<file path="src/rtl/hgc_pkg.sv">
`timescale 1ns / 1ps
// Shared types and constants for the gravity compensation force pipeline.
// No dependencies; imported by every module of the block.
package hgc_pkg;

    localparam int ANG_W = 18;
    localparam int SIN_W = 16;

    typedef logic signed [ANG_W-1:0] angle_t;
    typedef logic signed [SIN_W-1:0] sine_t;

    localparam int PI_Q13      = 25736;
    localparam int HALF_PI_Q13 = 12868;
    localparam int TWO_PI_Q13  = 51472;

    localparam int SIN_LAT       = 16;
    localparam int HORNER_STEPS  = 4;
    localparam logic [30:0] ONE_Q30 = 31'h4000_0000;
    localparam logic [30:0] SIN_ROUND = 31'h0000_8000;
    localparam logic [6:0]  HORNER_DIV [0:HORNER_STEPS-1] = '{7'd72, 7'd42, 7'd20, 7'd6};
    localparam logic [31:0] HORNER_MAGIC [0:HORNER_STEPS-1] =
        '{32'd3817748707, 32'd3272355082, 32'd3435973836, 32'd2863311530};
    localparam int HORNER_SHIFT [0:HORNER_STEPS-1] = '{38, 37, 36, 34};

    localparam logic signed [19:0] K_LIN2     = 20'sd468316;
    localparam logic signed [19:0] K_SHOULDER = 20'sd390888;
    localparam logic signed [17:0] K_ELBOW    = 18'sd80235;
    localparam logic [14:0]        DEN_K      = 15'd17694;
    localparam int ROUND14 = 8192;

    localparam int DEN_W = 29;
    localparam int QUO_W = 30;
    localparam int NP_W  = 44;

    localparam int CFG_IDX_W  = 2;
    localparam int CFG_DATA_W = 13;
    localparam logic [CFG_IDX_W-1:0] CFG_FEEDBACK_ENABLE    = 2'd0;
    localparam logic [CFG_IDX_W-1:0] CFG_SINGULAR_THRESHOLD = 2'd1;
    localparam logic [12:0] THR_RESET = 13'd82;

endpackage

</file>
<file path="src/rtl/hgc_div_cell.sv">
`timescale 1ns / 1ps
// One restoring division cell: shift in a dividend bit, compare, subtract, emit a quotient bit.
// Depends on hgc_pkg.
module hgc_div_cell
    import hgc_pkg::*;
(
    input  logic             aclk,
    input  logic             en,
    input  logic [DEN_W-1:0] rem_in,
    input  logic [QUO_W-1:0] lowq_in,
    input  logic [DEN_W-1:0] den_in,
    output logic [DEN_W-1:0] rem_out,
    output logic [QUO_W-1:0] lowq_out,
    output logic [DEN_W-1:0] den_out
);

    logic [DEN_W:0]   trial;
    logic             ge;
    logic [DEN_W-1:0] rem_next;
    logic [DEN_W-1:0] rem_reg, den_reg;
    logic [QUO_W-1:0] lowq_reg;

    always_comb begin
        trial    = {rem_in, lowq_in[QUO_W-1]};
        ge       = trial >= {1'b0, den_in};
        rem_next = ge ? DEN_W'(trial - {1'b0, den_in}) : DEN_W'(trial);
    end

    always_ff @(posedge aclk) begin
        if (en) begin
            rem_reg  <= rem_next;
            lowq_reg <= {lowq_in[QUO_W-2:0], ge};
            den_reg  <= den_in;
        end
    end

    assign rem_out  = rem_reg;
    assign lowq_out = lowq_reg;
    assign den_out  = den_reg;

endmodule

</file>
<file path="src/rtl/hgc_div.sv">
`timescale 1ns / 1ps
// Divider as a chain of restoring cells, one quotient bit per cell and cycle while en is high.
// Depends on hgc_pkg and hgc_div_cell.
module hgc_div
    import hgc_pkg::*;
(
    input  logic             aclk,
    input  logic             en,
    input  logic [NP_W-1:0]  np,
    input  logic [DEN_W-1:0] den,
    output logic [QUO_W-1:0] quo
);

    logic [DEN_W-1:0] rem_w  [0:QUO_W];
    logic [QUO_W-1:0] lowq_w [0:QUO_W];
    logic [DEN_W-1:0] den_w  [0:QUO_W];

    assign rem_w[0]  = DEN_W'(np[NP_W-1:QUO_W]);
    assign lowq_w[0] = np[QUO_W-1:0];
    assign den_w[0]  = den;

    for (genvar i = 0; i < QUO_W; i++) begin : g_cell
        hgc_div_cell u_cell (
            .aclk     (aclk),
            .en       (en),
            .rem_in   (rem_w[i]),
            .lowq_in  (lowq_w[i]),
            .den_in   (den_w[i]),
            .rem_out  (rem_w[i+1]),
            .lowq_out (lowq_w[i+1]),
            .den_out  (den_w[i+1])
        );
    end

    assign quo = lowq_w[QUO_W];

    logic unused_tail;
    assign unused_tail = |{rem_w[QUO_W], den_w[QUO_W]};

endmodule

</file>
<file path="config.mk">
export PLATFORM = sky130hd
export DESIGN_NAME = hgc_div
export DESIGN_NICKNAME = d
export VERILOG_FILES = /design/src/rtl/hgc_pkg.sv /design/src/rtl/hgc_div_cell.sv /design/src/rtl/hgc_div.sv
export SDC_FILE = /design/constraint.sdc
export NUM_CORES = 2
export LEC_CHECK = 0
export CAP_MARGIN = 20
export CORE_ASPECT_RATIO = 1.75
export CORE_MARGIN = 5
export CORE_UTILIZATION = 50
export DETAILED_ROUTE_END_ITERATION = 16
export DONT_BUFFER_PORTS = 1
export GPL_TIMING_DRIVEN = 0
export PLACE_DENSITY = 0.65
export SYNTH_ARGS = -nofsm -noshare
export SYNTH_HDL_FRONTEND = slang
export SYNTH_HIERARCHICAL = 1
export SYNTH_SLANG_ARGS = --single-unit
</file>
<file path="constraint.sdc">
create_clock -name aclk -period 3.6 [get_ports aclk]
set_input_delay 0.72 -clock aclk [delete_from_list [all_inputs] [get_ports aclk]]
set_output_delay 0.72 -clock aclk [all_outputs]
set_load 0.01 [all_outputs]
</file>
# After elaboration in Yosys (flattened, before gate mapping)
# Cells that the tools add are included.
[totals]
romBits = 0
out_inout_bits = 30
word_cells = 177
latchBits = 0
mem_bits_rw = 0
mem_count = 0
ff_bits = 2582
inputBits = 75
[classes]
div_mod_pow = 0
n_mux = 29
eq_ne = 0
addsub = 29
n_shift = 0
n_reduce_logical = 0
bitwise_logic = 0
n_mul = 0
magnitude_cmp = 30
[ops]
columns = ["operator", "n"]
rows = [
  ["30-bit by 29-bit greater-or-equal comparator with 1-bit output", 29],
  ["29-bit 2-to-1 mux", 28],
  ["29-bit subtractor", 28],
  ["15-bit by 29-bit greater-or-equal comparator with 1-bit output", 1],
  ["15-bit by 29-bit subtractor with 29-bit output", 1],
  ["15-bit 2-to-1 mux", 1],
]

# Depth between registers and ports, before layout
[logic_depth]
word_depth = 2
ltp_mapped = 13
depth_no_buf = 12

# Hierarchy
# Netlist, hierarchy kept.
[by_module_without_submodules]
columns = ["module", "seq_area_each_um2", "n_inst", "cells_per_inst", "area_each_um2"]
rows = [
  ["hgc_div_cell", 2642.5, 30, 371, 4773.3],
  ["hgc_div", 0.0, 1, 1, 3.8],
]

# Worst setup path after synthesis
# Ideal clock, no wire load.
[synth_path]
kind = "in2reg"
from = "input port np[29]"
to = "register g_cell[0].u_cell.rem_reg[10] (data pin)"
stages = 13
required_ps = 3340
t_arrival_ps = 2982
n_path_buf = 1
path_slack_ps = 357
setup_ps = 260
path_cell_list = "inv_1 > ha_1 > inv_1 > fa_1 > a21oi_1 > o21ai_1 > a21oi_1 > o41ai_2 > a31oi_2 > o21ai_2 > a21oi_2 > buf_6 > mux2_4"
[synth_between]
elab_chain_cells = 2
word_cells_on_any_way = 3
cone_classes = "add/sub: 1; order compare: 1; mux: 1"
[synth_lines]
columns = ["element", "line", "source"]
rows = [
  ["from (decl)", "hgc_div.sv:9", "input logic [NP_W-1:0] np,"],
  ["15-bit by 29-bit subtractor with 29-bit output or 15-bit by 29-bit greater-or-equal comparator with 1-bit output (tied branches)", "hgc_div_cell.sv:26, hgc_div_cell.sv:25", ""],
  ["15-bit 2-to-1 mux (*)", "hgc_div_cell.sv:26", "rem_next = ge ? DEN_W'(trial - {1'b0, den_in}) : DEN_W'(trial);"],
  ["net g_cell[0].u_cell.rem_next[10]", "hgc_div_cell.sv:19", "logic [DEN_W-1:0] rem_next;"],
  ["to (signal assigned)", "hgc_div_cell.sv:31", "rem_reg <= rem_next;"],
  ["to (decl)", "hgc_div_cell.sv:20", "logic [DEN_W-1:0] rem_reg, den_reg;"],
]
# The timed path passes the listed nets; every way through them passes the cells marked *.
# A chain may end at the register's enable or synchronous reset.

# Worst setup path in the final report
[layout_path]
from = "register g_cell[5].u_cell.lowq_reg[29]"
to = "register g_cell[6].u_cell.rem_reg[26] (data pin)"
[layout_between]
elab_chain_cells = 2
word_cells_on_any_way = 3
cone_classes = "add/sub: 1; order compare: 1; mux: 1"
[layout_lines]
columns = ["element", "line", "source"]
rows = [
  ["from (decl)", "hgc_div_cell.sv:21", "logic [QUO_W-1:0] lowq_reg;"],
  ["from (signal assigned)", "hgc_div_cell.sv:32", "lowq_reg <= {lowq_in[QUO_W-2:0], ge};"],
  ["29-bit subtractor or 30-bit by 29-bit greater-or-equal comparator with 1-bit output (tied branches)", "hgc_div_cell.sv:26, hgc_div_cell.sv:25", ""],
  ["29-bit 2-to-1 mux (*)", "hgc_div_cell.sv:26", ""],
  ["net g_cell[6].u_cell.rem_next[26]", "hgc_div_cell.sv:19", ""],
  ["to (signal assigned)", "hgc_div_cell.sv:31", ""],
  ["to (decl)", "hgc_div_cell.sv:20", ""],
]
# Marks and branches as above.

==> reports/metrics.yaml <==
synth:
  syn_inst: 10912
  avgSynthCellArea_um2: 12.8
  ys_warn_count: 6
  synth_area_um2: 140000
setup_path:
  critPathLaunchType: "register"
  rr_worst_depth: 15
  crit_arrival_ns: 4.20
  cpMaxStageDelayCell: "edfxtp_1"
  rrSetupSlack_ns: 0.003
  path_cells: "inv_2 > ha_1 > inv_1 > fa_2 > a21oi_2 > o21ai_1 > a21oi_2 > o41ai_4 > a31oi_2 > o21ai_2 > a21oi_4 > buf_4 > clkbuf_16 > buf_4 > a22o_1"
  crit_fanout: 4
  startpoint: "g_cell[5].u_cell/lowq_out[29]$_DFFE_PP_"
  end_kind: "register"
  cp_num_buf_inv: 5
  cp.required_ns: 4.21
  r2r_end: "g_cell[6].u_cell/rem_out[26]$_DFFE_PP_"
  max_stage_delay_ns: 0.60
  r2r-start: "g_cell[5].u_cell/lowq_out[29]$_DFFE_PP_"
  critical_path_class: "register to register"
  cpLargestDelayFamily: "compound AO/OA/AOI/OAI gates"
timing:
  fin_crit_sh_pct: 99.9
  slew_headroom_pct: 10.5
  fin_ws_ns: 0.00339
  drv_slew: 0
  rsz0062_at_grt: "true"
  setup_tns_ns: 0
  hold_viol_final: 0
  worst_pin_slew_ns: 1.34
  fmax_mhz: 278
  whs_ns: 0.0950
  final-setup-viol-count: 0
  min_period_ns: 3.60
  final.setup_skew_ns: 0.111
cells_and_area:
  multi_input_comb_area_um2: 58000
  fin_util_pct: 56.1
  final_nets: 12352
  syn2layout_area_growth_pct: 11.9
  seq_area_um2: 77500
  layout-drive-gt1-share_pct: 15.3
  fillers: 23144
drt:
  viasPerCell: 5.68
  antenna_left: 0
  wirelength_mm: 378
  drcViolationCount: 0
  drtIter0Drc: 5044
  vias: 86741
  wire_per_inst_um: 24.7
  drtPass1Iterations: 6
min_path:
  whs_endpoint: "g_cell[0].u_cell/rem_out[0]$_DFFE_PP_"
  hp-start: "np[29]"
  hold_depth: 2
  hp-class: "input pin to register"
cts:
  h-tree-depth: 4
  clk_pin_slew_worst_paths_ns: 0.06
  cts_tree: "built"
  cts-root-buf: "clkbuf_16"
  cts_made_buffers: 244
  cts.sinks: 2582
  cts.path.max_buffers: 4
  clk_latency_ns: 0.95
placed_design:
  port_buffers: 0
  dp_slack_ns: -0.963
  gp_congestion: 0.956
  dp_hpwl_mm: 297
status:
  status: "finished, final reports clean"
global_route:
  grt_overflow: 0
  antenna_found_initial: 21
  grt_max_degree: 296
  grt_pass1_vias: 89464
  grt_pass1_wl_mm: 552
  track_usage_pct: 25.3
floorplan:
  core_um2: 280000
  pin_count: 105
  start_util_pct: 50.1
  fp-row-count: 257
  die_area_um2: 291000
  die_w_um: 410
  fp.dieH_um: 710
power_and_ir_drop:
  peakVddDrop_mv: 0.567
  leakage_nw: 62.6
  total_power_mw: 152
  cellPowerDensity_nw_per_um2: 972
flow_run:
  max-cap-violations: 0
flip-flops by register name, summed over array words and instances (netlist names):
| name | flops |
|---|---|
| g_cell.u_cell/den_out | 841 |
| g_cell.u_cell/rem_out | 841 |
| g_cell.u_cell/lowq_out | 900 |
metrics by stage:
step | cell area (µm²) | std cells
final | 157000 | 15276
after global routing | 157000 | 15272
after CTS | 156000 | 15151
after detailed placement | 145000 | 14582
after global placement | 145000 | 14568
after floorplan | 140000 | 10942
power breakdown:
group	leakage [nW]	internal [mW]	switching, mW
clock	4.06	15.6	11.4
combinational	33.3	36.8	40.5
sequential	25.2	43.2	4.96
total	62.6	95.5	56.9
final cells by class:
cell class | instances | area share [%]
Multi-Input combinational cell | 6958 | 37.0
Tap cell | 3626 | 2.89
Clock inverter | 174 | 1.34
Inverter | 1134 | 2.73
Clock buffer | 273 | 4.00
Timing Repair Buffer | 189 | 1.33
Buffer | 268 | 1.16
Antenna cell | 72 | 0.115
Sequential cell | 2582 | 49.4
worst max path at each step:
stage | to | slack (ns) | cells after the start
global placement | g_cell[18].u_cell/rem_out[28]$_DFFE_PP_ | -0.48 | 11
detailed placement | g_cell[26].u_cell/lowq_out[15]$_DFFE_PP_ | -0.96 | 4
floorplan | g_cell[0].u_cell/rem_out[10]$_DFFE_PP_ | 0.36 | 13
finish | g_cell[6].u_cell/rem_out[26]$_DFFE_PP_ | 0.003 | 15
CTS | g_cell[4].u_cell/rem_out[28]$_DFFE_PP_ | -0.001 | 14
global route | g_cell[6].u_cell/rem_out[26]$_DFFE_PP_ | -0.04 | 15
layout by cell type, fill, tap and decap left out, types with 293 or more instances in the layout:
cell / count
edfxtp_1: 2582
inv_1: 1123
ha_1: 865
mux2_4: 783
a21oi_1: 720
nand2_1: 679
xnor2_1: 464
o21ai_0: 408
nor2_1: 322
nand3_1: 293
routing by layer:
layer	track usage (%)	routed length (µm)
met4	19.7	35500
met1	22.8	120000
met5	0	0
met2	50.8	213000
met3	2.34	9570
repair_timing:
item / in CTS / in global routing
pin swaps: 43 / 61
buffers inserted: 47 / 46
cloned: 2 / 7
gates resized for setup: 111 / 109
hold buffers: 73 / 0
setup endpoints to repair: 675 / 892
hold endpoints to repair: 163 / 0
No activity file was read; power rests on OpenSTA's default activity.
